$ cat config.mk
export PLATFORM = sky130hd
export DESIGN_NAME = hsv_to_rgb_converter_unit
export DESIGN_NICKNAME = d
export VERILOG_FILES = /design/src/rtl/hsv_pkg.sv /design/src/rtl/hsv_to_rgb_converter_unit.sv /design/src/rtl/hsv_front.sv /design/src/rtl/hsv_fifo.sv /design/src/rtl/hsv_back.sv
export VERILOG_INCLUDE_DIRS = /design/src /design/src/rtl
export SDC_FILE = /design/constraint.sdc
export NUM_CORES = 1
export LEC_CHECK = 0
export ABC_AREA = 1
export BUFFER_PORTS_ARGS = -buffer_cell sky130_fd_sc_hd__buf_2
export CAP_MARGIN = 20
export CORE_AREA = 2 2 172 241
export CTS_BUF_LIST = sky130_fd_sc_hd__clkbuf_4
export DETAILED_ROUTE_END_ITERATION = 10
export DIE_AREA = 0 0 174 243
export GPL_ROUTABILITY_DRIVEN = 0
export GPL_TIMING_DRIVEN = 0
export PLACE_DENSITY = 0.66
export RECOVER_POWER = 50
export SYNTH_ARGS = -nofsm -noshare
export SYNTH_HDL_FRONTEND = slang
export SYNTH_SLANG_ARGS = --single-unit
$ cat constraint.sdc
create_clock -name i_clk -period 4.5 [get_ports i_clk]
set_input_delay 0.9 -clock i_clk [delete_from_list [all_inputs] [get_ports i_clk]]
set_output_delay 0.9 -clock i_clk [all_outputs]
set_load 0.05 [all_outputs]
$ cat src/rtl/hsv_to_rgb_converter_unit_assert.svh
// assertion macros for the hsv to rgb converter
// no dependencies; used by the top level only
`ifndef HSV_TO_RGB_CONVERTER_UNIT_ASSERT_SVH
`define HSV_TO_RGB_CONVERTER_UNIT_ASSERT_SVH

// property must hold on every clock edge outside reset
`define HSV_ASSERT(lbl, clk, rst_n, prop, msg) \
    lbl: assert property (@(posedge clk) disable iff (!rst_n) prop) else $error(msg);

// condition must never be seen outside reset
`define HSV_NEVER(lbl, clk, rst_n, cond, msg) \
    lbl: assert property (@(posedge clk) disable iff (!rst_n) !(cond)) else $error(msg);

`endif

$ cat src/rtl/hsv_pkg.sv
// shared types and constants for the hsv to rgb converter
// no dependencies
`default_nettype none

package hsv_pkg;

    localparam int HUE_FRAC_BITS_DEF = 4;
    localparam int CHANNEL_BITS_DEF  = 8;
    localparam int QUEUE_DEPTH       = 2;

    localparam int DEG_SECTOR  = 60;
    localparam int DEG_CIRCLE  = 360;
    localparam int HUE_INT_W   = 9;
    localparam int SECTOR_IW   = 6;
    localparam int SECTOR_W    = 3;
    localparam int NUM_SECTORS = 6;

    typedef enum logic [SECTOR_W-1:0] {
        SEC_RED_YEL = 3'd0,
        SEC_YEL_GRN = 3'd1,
        SEC_GRN_CYN = 3'd2,
        SEC_CYN_BLU = 3'd3,
        SEC_BLU_MAG = 3'd4,
        SEC_MAG_RED = 3'd5
    } t_sector;

    typedef struct packed {
        logic full;
        logic empty;
    } t_q_status;

endpackage

`default_nettype wire

$ cat src/rtl/hsv_to_rgb_converter_unit.sv
// throughput: one pixel per cycle, set by the fully pipelined back end
// busy stays low as the result side never stalls and the queue drains each cycle
// reset (synchronous, active low) clears the valid flags and the queue pointers and count only
// depends on hsv_pkg, hsv_front, hsv_fifo, hsv_back and the assertion header
`default_nettype none
`include "hsv_to_rgb_converter_unit_assert.svh"

module hsv_to_rgb_converter_unit #(
    parameter int HUE_FRAC_BITS = hsv_pkg::HUE_FRAC_BITS_DEF,
    parameter int CHANNEL_BITS  = hsv_pkg::CHANNEL_BITS_DEF
) (
    input  wire logic                                        i_clk,
    input  wire logic                                        i_rst_n,
    input  wire logic                                        start,
    output logic                                             busy,
    input  wire logic [hsv_pkg::HUE_INT_W+HUE_FRAC_BITS-1:0] i_hue,
    input  wire logic [CHANNEL_BITS-1:0]                     i_saturation,
    input  wire logic [CHANNEL_BITS-1:0]                     i_brightness,
    output logic                                             o_valid,
    output logic [CHANNEL_BITS-1:0]                          o_red,
    output logic [CHANNEL_BITS-1:0]                          o_green,
    output logic [CHANNEL_BITS-1:0]                          o_blue
);

    localparam int ITEM_W = hsv_pkg::SECTOR_W + hsv_pkg::SECTOR_IW
                            + HUE_FRAC_BITS + 2 * CHANNEL_BITS;

    logic               take;
    logic               f_valid;
    logic [ITEM_W-1:0]  f_item;
    logic [ITEM_W-1:0]  q_item;
    hsv_pkg::t_q_status q_st;

    assign busy = f_valid && q_st.full;
    assign take = start && !busy;

    hsv_front #(
        .HUE_FRAC_BITS (HUE_FRAC_BITS),
        .CHANNEL_BITS  (CHANNEL_BITS),
        .ITEM_W        (ITEM_W)
    ) u_front (
        .i_clk        (i_clk),
        .i_rst_n      (i_rst_n),
        .i_take       (take),
        .i_hue        (i_hue),
        .i_saturation (i_saturation),
        .i_brightness (i_brightness),
        .i_push_ok    (!q_st.full),
        .o_valid      (f_valid),
        .o_item       (f_item)
    );

    hsv_fifo #(
        .WIDTH (ITEM_W),
        .DEPTH (hsv_pkg::QUEUE_DEPTH)
    ) u_fifo (
        .i_clk    (i_clk),
        .i_rst_n  (i_rst_n),
        .i_push   (f_valid),
        .i_data   (f_item),
        .i_pop    (!q_st.empty),
        .o_data   (q_item),
        .o_status (q_st)
    );

    hsv_back #(
        .HUE_FRAC_BITS (HUE_FRAC_BITS),
        .CHANNEL_BITS  (CHANNEL_BITS),
        .ITEM_W        (ITEM_W)
    ) u_back (
        .i_clk   (i_clk),
        .i_rst_n (i_rst_n),
        .i_valid (!q_st.empty),
        .i_item  (q_item),
        .o_valid (o_valid),
        .o_red   (o_red),
        .o_green (o_green),
        .o_blue  (o_blue)
    );

    `HSV_NEVER(a_queue_never_backs_up, i_clk, i_rst_n, busy, "queue backed up")
    `HSV_ASSERT(a_beat_gives_result, i_clk, i_rst_n, take |-> ##8 o_valid, "result lost")
    `HSV_ASSERT(a_result_has_beat, i_clk, i_rst_n, o_valid |-> $past(take, 8), "spurious result")

endmodule

`default_nettype wire

$ cat src/rtl/hsv_front.sv
// front end: hue wrap, sector classification and triangle distance
// depends on hsv_pkg
`default_nettype none

module hsv_front #(
    parameter int HUE_FRAC_BITS = hsv_pkg::HUE_FRAC_BITS_DEF,
    parameter int CHANNEL_BITS  = hsv_pkg::CHANNEL_BITS_DEF,
    parameter int ITEM_W        = hsv_pkg::SECTOR_W + hsv_pkg::SECTOR_IW
                                  + HUE_FRAC_BITS + 2 * CHANNEL_BITS
) (
    input  wire logic                                      i_clk,
    input  wire logic                                      i_rst_n,
    input  wire logic                                      i_take,
    input  wire logic [hsv_pkg::HUE_INT_W+HUE_FRAC_BITS-1:0] i_hue,
    input  wire logic [CHANNEL_BITS-1:0]                   i_saturation,
    input  wire logic [CHANNEL_BITS-1:0]                   i_brightness,
    input  wire logic                                      i_push_ok,
    output logic                                           o_valid,
    output logic [ITEM_W-1:0]                              o_item
);

    localparam int HW   = hsv_pkg::HUE_INT_W + HUE_FRAC_BITS;
    localparam int DW   = hsv_pkg::SECTOR_IW + HUE_FRAC_BITS;
    localparam int SPAN = hsv_pkg::DEG_SECTOR << HUE_FRAC_BITS;
    localparam int CIRC = hsv_pkg::DEG_CIRCLE << HUE_FRAC_BITS;

    logic                         r_fv;
    logic [ITEM_W-1:0]            r_item;
    logic [HW-1:0]                h;
    logic [HW-1:0]                h_base;
    logic [HW-1:0]                pos;
    logic [DW-1:0]                ramp;
    logic [hsv_pkg::SECTOR_W-1:0] sec;
    hsv_pkg::t_sector             sec_e;

    always_comb begin
        h      = (i_hue >= HW'(CIRC)) ? i_hue - HW'(CIRC) : i_hue;
        sec    = '0;
        h_base = '0;
        for (int k = 1; k < hsv_pkg::NUM_SECTORS; k++) begin
            if (h >= HW'(k * SPAN)) begin
                sec    = hsv_pkg::SECTOR_W'(k);
                h_base = HW'(k * SPAN);
            end
        end
        pos   = h - h_base;
        sec_e = hsv_pkg::t_sector'(sec);
        // falling half of the triangle in odd sectors
        ramp  = sec[0] ? DW'(SPAN) - pos[DW-1:0] : pos[DW-1:0];
    end

    always_ff @(posedge i_clk) begin
        if (!i_rst_n) begin
            r_fv <= 1'b0;
        end else if (i_take) begin
            r_fv <= 1'b1;
        end else if (i_push_ok) begin
            r_fv <= 1'b0;
        end
    end

    always_ff @(posedge i_clk) begin
        if (i_take) begin
            r_item <= {sec_e, ramp, i_saturation, i_brightness};
        end
    end

    assign o_valid = r_fv;
    assign o_item  = r_item;

endmodule

`default_nettype wire

$ cat src/rtl/hsv_fifo.sv
// short register queue between front end and back end
// depends on hsv_pkg
`default_nettype none

module hsv_fifo #(
    parameter int WIDTH = 8,
    parameter int DEPTH = hsv_pkg::QUEUE_DEPTH
) (
    input  wire logic             i_clk,
    input  wire logic             i_rst_n,
    input  wire logic             i_push,
    input  wire logic [WIDTH-1:0] i_data,
    input  wire logic             i_pop,
    output logic [WIDTH-1:0]      o_data,
    output hsv_pkg::t_q_status    o_status
);

    localparam int PW = (DEPTH > 1) ? $clog2(DEPTH) : 1;
    localparam int CW = $clog2(DEPTH + 1);

    logic [WIDTH-1:0] r_mem [DEPTH];
    logic [PW-1:0]    r_wp;
    logic [PW-1:0]    r_rp;
    logic [CW-1:0]    r_cnt;
    logic             do_push;
    logic             do_pop;

    assign o_status.full  = (r_cnt == CW'(DEPTH));
    assign o_status.empty = (r_cnt == '0);
    assign do_push        = i_push && !o_status.full;
    assign do_pop         = i_pop && !o_status.empty;
    assign o_data         = r_mem[r_rp];

    always_ff @(posedge i_clk) begin
        if (!i_rst_n) begin
            r_wp  <= '0;
            r_rp  <= '0;
            r_cnt <= '0;
        end else begin
            if (do_push) begin
                r_wp <= (r_wp == PW'(DEPTH - 1)) ? '0 : r_wp + 1'b1;
            end
            if (do_pop) begin
                r_rp <= (r_rp == PW'(DEPTH - 1)) ? '0 : r_rp + 1'b1;
            end
            if (do_push && !do_pop) begin
                r_cnt <= r_cnt + 1'b1;
            end else if (do_pop && !do_push) begin
                r_cnt <= r_cnt - 1'b1;
            end
        end
    end

    always_ff @(posedge i_clk) begin
        if (do_push) begin
            r_mem[r_wp] <= i_data;
        end
    end

endmodule

`default_nettype wire

$ cat src/rtl/hsv_back.sv
// back end: chroma, intermediate component, offset and channel mapping
// depends on hsv_pkg
`default_nettype none

module hsv_back #(
    parameter int HUE_FRAC_BITS = hsv_pkg::HUE_FRAC_BITS_DEF,
    parameter int CHANNEL_BITS  = hsv_pkg::CHANNEL_BITS_DEF,
    parameter int ITEM_W        = hsv_pkg::SECTOR_W + hsv_pkg::SECTOR_IW
                                  + HUE_FRAC_BITS + 2 * CHANNEL_BITS
) (
    input  wire logic                    i_clk,
    input  wire logic                    i_rst_n,
    input  wire logic                    i_valid,
    input  wire logic [ITEM_W-1:0]       i_item,
    output logic                         o_valid,
    output logic [CHANNEL_BITS-1:0]      o_red,
    output logic [CHANNEL_BITS-1:0]      o_green,
    output logic [CHANNEL_BITS-1:0]      o_blue
);

    localparam int N    = CHANNEL_BITS;
    localparam int DW   = hsv_pkg::SECTOR_IW + HUE_FRAC_BITS;
    localparam int SH   = HUE_FRAC_BITS + 2;
    localparam int DIV  = hsv_pkg::DEG_SECTOR / 4;
    localparam int TW   = N + 4;
    localparam int KW   = 2 * N + 5;
    localparam int KDIV = (1 << (N + 4)) / DIV;
    localparam int FULL = (1 << N) - 1;

    hsv_pkg::t_sector  in_sec;
    logic [DW-1:0]     in_dist;
    logic [N-1:0]      in_sat;
    logic [N-1:0]      in_bri;

    logic [5:0]        r_vld;
    hsv_pkg::t_sector  r_s1, r_s2, r_s3, r_s4, r_s5;
    logic [DW-1:0]     r_d1, r_d2;
    logic [N-1:0]      r_v1, r_v2;
    logic [2*N-1:0]    r_p1;
    logic [N-1:0]      r_c2, r_c3, r_c4, r_c5;
    logic [N+DW-1:0]   r_m3;
    logic [N-1:0]      r_b3, r_b4, r_b5;
    logic [TW-1:0]     r_t4;
    logic [KW-1:0]     r_tk4;
    logic [N-1:0]      r_mid5;
    logic [N-1:0]      r_red, r_green, r_blue;

    logic [N-1:0]      q2;
    logic [N:0]        rem2;
    logic [N-1:0]      chroma;
    logic [TW-1:0]     t4;
    logic [N-1:0]      q5;
    logic [TW-1:0]     rem5;
    logic [N-1:0]      mid;
    logic [N-1:0]      n_r, n_g, n_b;

    assign {in_sec, in_dist, in_sat, in_bri} = i_item;

    // divide by full scale: high half estimate plus one correction
    assign q2     = r_p1[2*N-1:N];
    assign rem2   = {1'b0, r_p1[N-1:0]} + {1'b0, q2};
    assign chroma = q2 + N'(rem2 >= (N+1)'(FULL));

    // divide by the sector span: shift, then reciprocal of fifteen
    assign t4   = r_m3[N+DW-1:SH];
    assign q5   = r_tk4[2*N+3:N+4];
    assign rem5 = r_t4 - ((TW'(q5) << 4) - TW'(q5));
    assign mid  = q5 + N'(rem5 >= TW'(DIV));

    always_comb begin
        case (r_s5)
            hsv_pkg::SEC_RED_YEL: begin n_r = r_c5;   n_g = r_mid5; n_b = '0;     end
            hsv_pkg::SEC_YEL_GRN: begin n_r = r_mid5; n_g = r_c5;   n_b = '0;     end
            hsv_pkg::SEC_GRN_CYN: begin n_r = '0;     n_g = r_c5;   n_b = r_mid5; end
            hsv_pkg::SEC_CYN_BLU: begin n_r = '0;     n_g = r_mid5; n_b = r_c5;   end
            hsv_pkg::SEC_BLU_MAG: begin n_r = r_mid5; n_g = '0;     n_b = r_c5;   end
            default:              begin n_r = r_c5;   n_g = '0;     n_b = r_mid5; end
        endcase
    end

    always_ff @(posedge i_clk) begin
        if (!i_rst_n) begin
            r_vld <= '0;
        end else begin
            r_vld <= {r_vld[4:0], i_valid};
        end
    end

    always_ff @(posedge i_clk) begin
        r_p1   <= (2*N)'(in_sat) * (2*N)'(in_bri);
        r_s1   <= in_sec;
        r_d1   <= in_dist;
        r_v1   <= in_bri;

        r_c2   <= chroma;
        r_s2   <= r_s1;
        r_d2   <= r_d1;
        r_v2   <= r_v1;

        r_m3   <= (N+DW)'(r_c2) * (N+DW)'(r_d2);
        r_b3   <= r_v2 - r_c2;
        r_c3   <= r_c2;
        r_s3   <= r_s2;

        r_t4   <= t4;
        r_tk4  <= KW'(t4) * KW'(KDIV);
        r_b4   <= r_b3;
        r_c4   <= r_c3;
        r_s4   <= r_s3;

        r_mid5 <= mid;
        r_b5   <= r_b4;
        r_c5   <= r_c4;
        r_s5   <= r_s4;

        r_red   <= n_r + r_b5;
        r_green <= n_g + r_b5;
        r_blue  <= n_b + r_b5;
    end

    assign o_valid = r_vld[5];
    assign o_red   = r_red;
    assign o_green = r_green;
    assign o_blue  = r_blue;

endmodule

`default_nettype wire
== Word level (Yosys, flattened, before mapping) ==
Memories as Yosys holds them, arrays and structs flattened. A register that Yosys moved wholly into a read port is not among the register bits.
Cells that the tools add are included.
Storage, ports and cells
  word-level logic and storage cells: 109
  output and inout bits: 26
  memories: 1
  bits of input ports: 32
  bits in registers: 245
  RAM bits: 58
Cells by class
  muxes and demuxes: 25
  equality and inequality tests: 6
  reduce and logical (&&, ||, !) cells: 19
  $add $sub $neg: 16
  multiply operators: 3
  order comparisons: 8
Memories
  u_fifo.r_mem: words 2, width 29, rd ports 1, clocked after Yosys merged registers in 1, wr ports 1, RTL line hsv_fifo.sv:21  | logic [WIDTH-1:0] r_mem [DEPTH];
Operators by type and width (number)
  10-bit 2-to-1 mux: 6
  8-bit one-hot mux with 2 select lines: 3
  13-bit by 12-bit greater-or-equal comparator with 1-bit output (second input constant): 2
  13-bit greater-or-equal comparator (second input constant): 2
  8-bit adder: 3
  12-bit by 9-bit multiplier with 20-bit output (second input constant): 1
  8-bit by 10-bit multiplier with 18-bit output: 1
  8-bit by 1-bit adder with 8-bit output: 2
  8-bit by 8-bit multiplier with 16-bit output: 1
  2-bit OR reduction: 7
  13-bit by 10-bit greater-or-equal comparator with 1-bit output (second input constant): 1
  13-bit by 11-bit greater-or-equal comparator with 1-bit output (second input constant): 1
  13-bit 2-to-1 mux: 1
  13-bit subtractor (second input constant): 1
  12-bit by 4-bit greater-or-equal comparator with 1-bit output (second input constant): 1
  12-bit subtractor: 1
  12-bit by 8-bit subtractor with 12-bit output: 1
  1-bit 2-to-1 mux: 11
  10-bit subtractor: 1
  10-bit subtractor (first input constant): 1
  8-bit by 8-bit adder with 9-bit output: 1
  9-bit by 8-bit greater-or-equal comparator with 1-bit output (second input constant): 1
  2-bit 2-to-1 mux: 4
  8-bit subtractor: 1
  other kinds (13): 22

== Longest topological paths before layout ==
Gate-level depths: netlist of the first run.
  depth in word-level cells: 11
  gate-level depth with buffers: 27
  mapped depth without buffers: 26

== Hierarchy ==
Synthesis of the first run repeated with hierarchy kept, for this count alone.
Unflattened totals
  cell total of the unflattened synthesis: 1876
  area total of the unflattened synthesis: 17045.1 um2
Modules (own cells, without submodules)
  hsv_back: sequential area each 3863.7 um2, area each 12797.3 um2, cells each 1547, times used 1
  hsv_fifo: sequential area each 1841.8 um2, area each 2378.5 um2, cells each 128, times used 1
  hsv_front: sequential area each 890.9 um2, area each 1845.5 um2, cells each 195, times used 1
  hsv_to_rgb_converter_unit: sequential area each 0.0 um2, area each 23.8 um2, cells each 6, times used 1

== Worst setup path before layout of the first run ==
OpenSTA, ideal clock, no wires.
  kind: reg2reg
  start: register with a tool-made name
  end: register u_back.r_p1[14]
  buffers on the path: 2
  library setup time: 0.072 ns
  data required time: 4.428 ns
  arrival time: 4.684 ns
  stages on the path, launching flop included: 19
  period minus slack after synthesis: 4.756 ns
  setup slack: -0.256 ns
  path through: dfxtp_1 clkbuf_1 clkbuf_1 o21ai_0 or2_2 fa_1 fa_1 inv_1 fa_1 fa_1 ha_1 a21oi_1 o21ai_0 a21oi_1 o21ai_0 a21oi_1 nor2_1 nor2_1 xor2_1
RTL lines
  end signal, assigned: RTL line hsv_back.sv:90  | r_p1 <= (2*N)'(in_sat) * (2*N)'(in_bri);
  end, declared: RTL line hsv_back.sv:39  | logic [2*N-1:0] r_p1;

==> flow_summary.yaml, run 1 <==
outcome:
  status: "completed"
logic_synthesis:
  syn-cell-area_um2: 15900
  syn-num-nets: 1914
  ys_types: 49
  synth.ff_latch_count: 286
  ys_seq_area_share_pct: 41.5
  synth_edf_count: 87
  syn-mean-instance-area_um2: 9.87
  yosysWarnings: 0
  syn_inst: 1612
  synthArstFlopShare_pct: 0
  synth_ff_type: "dfxtp_1"
finish:
  syn_to_final_growth_pct: 15.5
  nFillCells: 3794
  final-seq-area_um2: 6600
  final_cell_area_um2: 18400
  layout-drive-gt1-share_pct: 17.7
  nets: 2060
  fin_util_pct: 45.9
  multi_input_area_um2: 8290
  final_common_cell: "inv_1"
  final_cell_mix: "inv_1 (303), nand2_1 (245), dfxtp_1 (196)"
floorplan:
  std_cell_rows: 87
  die_x_um: 174
  die_h_um: 243
  die_area_um2: 42300
  start_util_pct: 39.7
  ioPinCount: 58
  core-area_um2: 40100
worst_hold_path:
  min_path_type: "flip-flop to flip-flop"
drt:
  num_vias: 11000
  drt-met1-wl_um: 11000
  dr.pass1.iters: 5
  drc: 0
  first_iter_violations: 436
  vias_per_cell: 4.67
  wl_met2_um: 16500
  wl_per_cell_um: 12.7
  highest_layer: "met4"
  wl_met3_um: 1120
  final_antenna_net_count: 0
  routed_wl_um: 29900
clocking:
  numCtsBuffers: 71
  cts_hold_buf: 0
  cts_sinks: 286
  clkTransAtPathRegs_ps: 60
  root_buffer: "clkbuf_4"
  h-tree-depth: 3
  cts_tree: "built"
  clock_latency_ps: 680
  clk_path_buf_depth: 3
setup_path:
  cp.required_ps: 5110
  ff2ff_setup_slack_ps: 40
  cp_common_cell: "fa_1"
  cp-start-kind: "flip-flop"
  crit_path_max_incr_delay_ps: 580
  worstPathArrival_ps: 5060
  cpMaxStageDelayCell: "fa_1"
  path_max_fanout: 10
  critPathKind: "flip-flop to flip-flop"
  cp.buffers_inverters: 4
  end_kind: "flip-flop"
  crit_chain: "buf_8, clkbuf_16, nand2_1, o21ai_4, inv_2, nand2_1, fa_1, inv_1, fa_1, fa_1, fa_1, ha_4, a21oi_2, o21ai_2, a21oi_2, o21ai_2, a21oi_2, nor2_1, nor2_1, xor2_1"
  crit_family: "adder cells"
grt:
  grtUsageTotal_pct: 14.3
  antenna_found_initial: 2
  grt_max_degree: 31
  grt_pass1_vias: 11600
  gr-total-overflow: 0
  grt_pass1_wl_um: 50400
sta:
  finalCritPeriodShare_pct: 99.0
  finalHoldViolCount: 0
  final.setup.worst_slack_ps: 44.8
  max_freq_mhz: 224
  setup_viol: 0
  relSlewSlack_pct: 44.6
  grt_setup_unrepaired: "yes"
  worst_slew_pin_slew_ps: 829
  period_minus_slack_ps: 4460
  slew_violations: 0
  skew_ps: 29.6
place:
  dp_slack_ps: -968
  hpwlAfterDp_um: 23700
  port_buffers: 57
  dpl_cell_area_um2: 16900
job:
  cap_violations: 0
[cell type report]
type | count | share of cell area, %
well taps | 534 | 3.64
clock inverters | 27 | 1.02
diodes | 2 | 0.0272
inverters | 322 | 6.58
flip-flops and latches | 286 | 35.9
repair buffers | 85 | 2.87
clock buffers | 101 | 4.13
plain buffers | 11 | 0.708
multi-input cells | 981 | 45.1
[state kept, by name, indices dropped and copies added (netlist names), 10 cells and up, named ones only]
name / count
u_back.r_m3: 12
u_back.r_d2: 10
u_front.o_item: 29
u_back.r_t4: 12
u_fifo.r_mem: 58
u_back.r_p1: 16
u_back.r_d1: 10
[cell usage after synthesis, drive strengths merged (3+ instances only)]
library cell / count / area share, %
a211oi: 3 / 0.14
a21o: 8 / 0.38
a21oi: 73 / 2.3
a31oi: 7 / 0.31
clkbuf: 22 / 0.52
dfxtp: 199 / 25
edfxtp: 87 / 16
fa: 96 / 12
ha: 174 / 14
inv: 322 / 7.6
mux2: 13 / 0.92
nand2: 268 / 6.9
nand3: 38 / 1.3
nand4: 6 / 0.24
nor2: 78 / 2.1
nor3: 11 / 0.35
o211ai: 3 / 0.14
o21ai: 58 / 2.1
o21bai: 6 / 0.28
o22ai: 25 / 0.98
or2: 5 / 0.20
xnor2: 19 / 1.0
xor2: 74 / 4.1
[what timing repair did]
action                                 in CTS  in global routing
pin swaps                                   7                 24
resized for setup                          57                 46
endpoints found under the hold margin       0                  0
setup buffers                               5                 20
setup endpoints to repair                  14                  8
cloned                                      0                  1
[path summary, 6_finish.rpt]
kind,cells past startpoint,startpoint,endpoint
setup / recovery,20,flip-flop,u_back.r_p1[14]
hold / removal,0,u_back.r_c4[3],u_back.r_c5[3]
setup reg to reg,20,flip-flop,u_back.r_p1[14]
hold reg to reg,0,u_back.r_c4[3],u_back.r_c5[3]
[kinds of logic (layout without fill, tap and decap cells)]
group | Yosys count | after routing | share of synthesized area (%)
buffers and inverters | 345 | 546 | 8.24
adder cells (fa/ha/maj) | 270 | 270 | 25.8
AO/OA/AOI/OAI | 194 | 194 | 7.21
flip-flops | 286 | 286 | 41.5
XOR/XNOR | 93 | 93 | 5.12
AND/OR/NAND/NOR | 410 | 410 | 11.2
other | 0 | 2 | 0
multiplexers | 14 | 14 | 0.983
[per-layer routing]
layer / up-vias / track usage [%]
met5: - / 0
met4: 0 / 7.56
met3: 82 / 2.96
met2: 233 / 27.9
met1: 5163 / 13.9
li1: 5488 / -
[through the flow]
step,setup TNS [ps],hold WS (ps),std cells
2_1_floorplan,0,310,1612
3_3_place_gp,-6050,310,2203
3_5_place_dp,-6470,312,2204
4_1_cts,0,322,2333
5_1_grt,-250,319,2349
6_report,0,314,2349
Power of run 1 is not shown: default switching activity piles up to over one toggle a cycle in this logic, so the estimate is an artifact.
==> run 2: changes to the inputs <==
- CORE_AREA: 2 2 172 241 -> 2 2 178 250
- DIE_AREA: 0 0 174 243 -> 0 0 180 252
- SYNTH_HIERARCHICAL: unset -> 1
==> run 2 against run 1 <==
  * Highest routed layer unchanged
  * Synthesized area is 7.1% higher
  * Largest cell class unchanged
  * Global-route usage is essentially flat
  * Clock skew is 41 ps higher
==> flow_summary.yaml, run 2 <==
outcome:
  status: "completed"
sta:
  skew_ps: 70.6
  finalHoldViolCount: 0
  slew_violations: 0
  finalCritPeriodShare_pct: 98.2
  worst_slew_pin_slew_ps: 939
  max_freq_mhz: 226
  final.setup.worst_slack_ps: 81.7
  grt_setup_unrepaired: "yes"
  setup_viol: 0
  period_minus_slack_ps: 4420
  relSlewSlack_pct: 37.2
grt:
  gr-total-overflow: 0
  antenna_found_initial: 1
  grt_pass1_vias: 12500
  grtUsageTotal_pct: 14.3
  grt_pass1_wl_um: 54600
  grt_max_degree: 31
setup_path:
  end_kind: "flip-flop"
  worstPathArrival_ps: 5040
  cp-start-kind: "flip-flop"
  cp.required_ps: 5120
  critPathKind: "flip-flop to flip-flop"
  path_max_fanout: 6
logic_synthesis:
  syn_inst: 1876
  synth_top_area_cell: "dfxtp_1"
  yosys.area.top_type_share_pct: 23.4
  ys_seq_area_share_pct: 38.7
  syn-mean-instance-area_um2: 9.09
  syn-num-nets: 2178
  ys_types: 50
  syn-cell-area_um2: 17000
  synth_area_leaders: "dfxtp_1 (23%), edfxtp_1 (15%), ha_1 (13%), fa_1 (11%), inv_1 (9.1%)"
  synth.ff_latch_count: 286
  synthTopCellsByCount: "inv_1 (412), nand2_1 (378), dfxtp_1 (199)"
  synth_ff_type: "dfxtp_1"
  synth.most_common_cell: "inv_1"
  synthArstFlopShare_pct: 0
  yosysWarnings: 6
  synth_edf_count: 87
drt:
  drc: 0
  routed_wl_um: 31800
  num_vias: 12100
  first_iter_violations: 499
  final_antenna_net_count: 0
  wl_per_cell_um: 12.1
  dr.pass1.iters: 5
  vias_per_cell: 4.64
finish:
  final_cell_mix: "inv_1 (407), nand2_1 (372), dfxtp_1 (196)"
  final-seq-area_um2: 6600
  layout-drive-gt1-share_pct: 15.3
  syn_to_final_growth_pct: 12.9
  largest-register: "u_fifo/r_mem"
  instances_no_fill: 2616
  fin_util_pct: 44.8
  final_common_cell: "inv_1"
  nets: 2312
  final_cell_area_um2: 19200
  multi_input_area_um2: 8850
  nFillCells: 4093
  largest_register_ffs: 58
floorplan:
  ioPinCount: 58
  die_h_um: 252
  die_x_um: 180
  die_area_um2: 45400
  start_util_pct: 39.7
  std_cell_rows: 90
  core-area_um2: 42900
clocking:
  cts_sinks: 286
  numCtsBuffers: 72
  clock_latency_ps: 710
  cts_tree: "built"
  h-tree-depth: 3
  root_buffer: "clkbuf_4"
  clkTransAtPathRegs_ps: 70
  clk_path_buf_depth: 3
worst_hold_path:
  min_path_type: "flip-flop to flip-flop"
place:
  port_buffers: 57
  hpwlAfterDp_um: 24900
  post-place-cells: 2485
  dp_slack_ps: -340
  dpl_cell_area_um2: 18100
job:
  cap_violations: 0
==> run 2: timing repair <==
| item | CTS | global route |
|---|---|---|
| endpoints found under the setup margin | 9 | 16 |
| resized for setup | 13 | 37 |
| hold buffers | 0 | 0 |
| setup buffers | 7 | 13 |
| cloned | 2 | 0 |
| pin swaps | 6 | 24 |
==> run 2: cells by family (layout without fill, tap and decap cells) <==
| group | after synthesis | count (layout) | synth area share [%] |
|---|---|---|---|
| and+or+nand+nor | 586 | 586 | 14.7 |
| buffers and inverters | 458 | 642 | 10.3 |
| DFF | 286 | 286 | 38.7 |
| adders and majority gates | 270 | 270 | 24.0 |
| AOI/OAI and AO/OA | 170 | 170 | 6.18 |
| xor gates and xnor gates | 77 | 77 | 3.96 |
| muxes | 29 | 29 | 2.14 |
| other | 0 | 4 | 0 |
==> run 2: layout make-up <==
type / instances / area share, %
multi-input combinational: 1132 / 46.0
inverter: 421 / 8.21
sequential: 286 / 34.3
tap: 552 / 3.59
clock buffer: 98 / 3.82
buffer: 18 / 0.670
clock inverter: 26 / 0.936
antenna: 4 / 0.0520
timing repair buffer: 79 / 2.42
==> run 2: worst max-delay path, stage by stage (launching register included) <==
cell,delay (ps)
dfxtp_4,360
buf_8,140
buf_12,140
mux2_4,340
nand2_2,90
inv_2,40
fa_1,550
inv_2,40
fa_1,470
inv_1,50
fa_1,490
inv_2,40
fa_1,520
inv_2,50
ha_4,300
nand2_1,90
nor2_1,200
a21oi_2,110
o21ai_1,160
xor2_1,160
==> run 2: layer usage <==
| layer | global-route usage [%] | up-vias | share of wire [%] |
|---|---|---|---|
| met2 | 28.2 | 271 | 54 |
| met5 | 0 | - | 0 |
| met4 | 5.62 | 0 | 2.9 |
| met3 | 2.92 | 88 | 4.4 |
| met1 | 14.5 | 5625 | 39 |
| li1 | - | 6164 | - |
==> run 2: per-stage QoR <==
stage / TNS (ps) / hold slack, ps
6_report: 0 / 299
5_1_grt: -165 / 295
4_1_cts: 0 / 300
3_5_place_dp: -1670 / 312
3_3_place_gp: -1570 / 310
2_1_floorplan: 0 / 310
==> run 2: final timing paths <==
path	slack, ps	end	startpoint	depth (start not counted)
setup / recovery	80	u_back/r_p1[12]	flip-flop	19
hold / removal	300	u_back/r_b5[6]	u_back/r_b4[6]	0
setup reg to reg	80	u_back/r_p1[12]	flip-flop	19
hold reg to reg	300	u_back/r_b5[6]	u_back/r_b4[6]	0
Power of run 2 is left out for the same reason.
==> run 3: changes to the inputs <==
--- a/config.mk
+++ b/config.mk
@@ -17,3 +17,3 @@
 export GPL_TIMING_DRIVEN = 0
-export PLACE_DENSITY = 0.66
+export PLACE_DENSITY = 0.61
 export RECOVER_POWER = 50
==> constraint.sdc (replaced) <==
create_clock -name i_clk -period 4.5 [get_ports i_clk]
set_input_delay 0.45 -clock i_clk [delete_from_list [all_inputs] [get_ports i_clk]]
set_output_delay 0.45 -clock i_clk [all_outputs]
set_load 0.05 [all_outputs]
==> run 3 against run 2 <==
  * Global-route usage rose by 0.12 points
  * Sequential share of layout area fell by 0.56 points
  * Final area rose by 1.7%
  * Maximum frequency rose by 2.2%
  * Routed wire length rose by 2.7%
  * Critical path depth did not move
  * Die area did not move
  * Setup slack improved by 95 ps
  * Register-to-register slack improved by 90 ps
==> flow_summary.yaml, run 3 (same netlist as run 2, synthesis figures left out) <==
outcome:
  status: "completed"
sta:
  worst_slew_pin_slew_ps: 863
  setup_viol: 0
  slew_violations: 0
  finalHoldViolCount: 0
  relSlewSlack_pct: 42.3
  max_freq_mhz: 231
  grt_setup_unrepaired: "yes"
  skew_ps: 56.5
  period_minus_slack_ps: 4320
  finalCritPeriodShare_pct: 96.1
worst_hold_path:
  min_path_type: "input port to flip-flop"
  min_to: "u_back/r_vld[5]"
  worst_hold_path.num_cells: 3
  hold_start: "i_rst_n"
drt:
  wl_per_cell_um: 12.3
  routed_wl_um: 32600
  drc: 0
  first_iter_violations: 431
  final_antenna_net_count: 0
  dr.pass1.iters: 5
  vias_per_cell: 4.59
  num_vias: 12100
place:
  post-place-cells: 2486
  dpl_cell_area_um2: 18100
  port_buffers: 57
  hpwlAfterDp_um: 25600
floorplan:
  core-area_um2: 42900
  start_util_pct: 39.7
  die_area_um2: 45400
  die_h_um: 252
  std_cell_rows: 90
  die_x_um: 180
  ioPinCount: 58
setup_path:
  crit_chain: "buf_8, clkbuf_16, mux2_4, nand2_2, inv_2, fa_1, inv_2, fa_1, inv_2, fa_1, inv_1, fa_1, inv_2, ha_4, a21oi_2, o21ai_2, a21oi_2, o21ai_1, xor2_1"
  cp-start-kind: "flip-flop"
  ff2ff_setup_slack_ps: 180
  worst-r2r-cell-count: 19
  cpMaxStageDelayCell: "fa_1"
  worstPathArrival_ps: 4890
  cp.buffers_inverters: 7
  cp.required_ps: 5070
  critPathKind: "flip-flop to flip-flop"
  end_kind: "flip-flop"
  path_max_fanout: 7
  crit_family: "adder cells"
  r2r_end: "u_back/r_p1[14]"
  crit_path_max_incr_delay_ps: 560
grt:
  grt_pass1_wl_um: 54900
  gr-total-overflow: 0
  grt_pass1_vias: 12600
  antenna_found_initial: 1
  grt_max_degree: 30
  grtUsageTotal_pct: 14.4
finish:
  final_cell_area_um2: 19600
  largest_register_ffs: 58
  nFillCells: 4090
  syn_to_final_growth_pct: 14.7
  instances_no_fill: 2643
  largest-register: "u_fifo/r_mem"
  final_cell_mix: "inv_1 (407), nand2_1 (373), dfxtp_1 (195)"
  nets: 2334
  multi_input_area_um2: 8880
  final-seq-area_um2: 6600
  layout-drive-gt1-share_pct: 16.3
  final_common_cell: "inv_1"
job:
  cap_violations: 0
clocking:
  clkTransAtPathRegs_ps: 70
  cts_sinks: 286
  root_buffer: "clkbuf_4"
  numCtsBuffers: 74
  clock_latency_ps: 690
  cts_tree: "built"
  h-tree-depth: 3
  clk_path_buf_depth: 3
## run 3: cell count changes in the layout (fill, tap and decap cells not counted), sizes merged
cell	delta
buf	+5
bufinv	-1
clkbuf	+6
clkinv	+5
clkinvlp	-1
diode	-3
dlygate4sd3	+17
inv	-1
## run 3: worst max path at each step
stage / startpoint / endpoint / cells after the start
3_5_place_dp: flip-flop / u_back/r_p1[12] / 20
5_1_grt: flip-flop / u_back/r_p1[15] / 21
3_3_place_gp: flip-flop / u_back/r_p1[14] / 20
2_1_floorplan: flip-flop / u_back/r_p1[14] / 20
4_1_cts: flip-flop / u_back/r_p1[15] / 21
6_report: flip-flop / u_back/r_p1[14] / 19
## run 3: layout make-up
cell class / count / area share [%]
multi-input cells: 1132 / 45.4
flip-flops and latches: 286 / 33.8
inverters: 421 / 8.08
clock buffers: 106 / 4.07
repair buffers: 102 / 3.65
well taps: 552 / 3.53
clock inverters: 28 / 0.844
plain buffers: 15 / 0.640
diodes: 1 / 0.0128
## run 3: worst min-delay path, delay by kind of cell
kind | cells | cell delay [ps]
and+or+nand+nor | 1 | 70
buffers and inverters | 2 | 200
## run 3: metrics by stage
stage                     worst slack [ps]  hold slack [ps]  util, %  TNS (ps)
after global placement                -348              311     42.0     -1720
after floorplan                       51.9              310        -         0
after CTS                             6.46             43.4     45.0         0
after detailed placement              -397              312     42.2     -2360
after global routing                 -35.1             54.7     45.6     -60.9
final                                  177              109     45.6         0
## run 3: repair_timing
| item | CTS | global route |
|---|---|---|
| cloned | 0 | 1 |
| setup endpoints to repair | 14 | 13 |
| pin swaps | 2 | 28 |
| buffers inserted | 9 | 17 |
| hold buffers | 17 | 0 |
| resized for setup | 13 | 46 |
| endpoints found under the hold margin | 17 | 0 |
## run 3: routing by layer
metal	up-vias	GRT usage (%)	share of wire [%]
met5	-	0	0
met4	0	6.60	2.9
met3	65	2.47	3.3
met2	206	28.2	54
met1	5656	14.8	39
li1	6199	-	-
Power of run 3 is left out for the same reason.
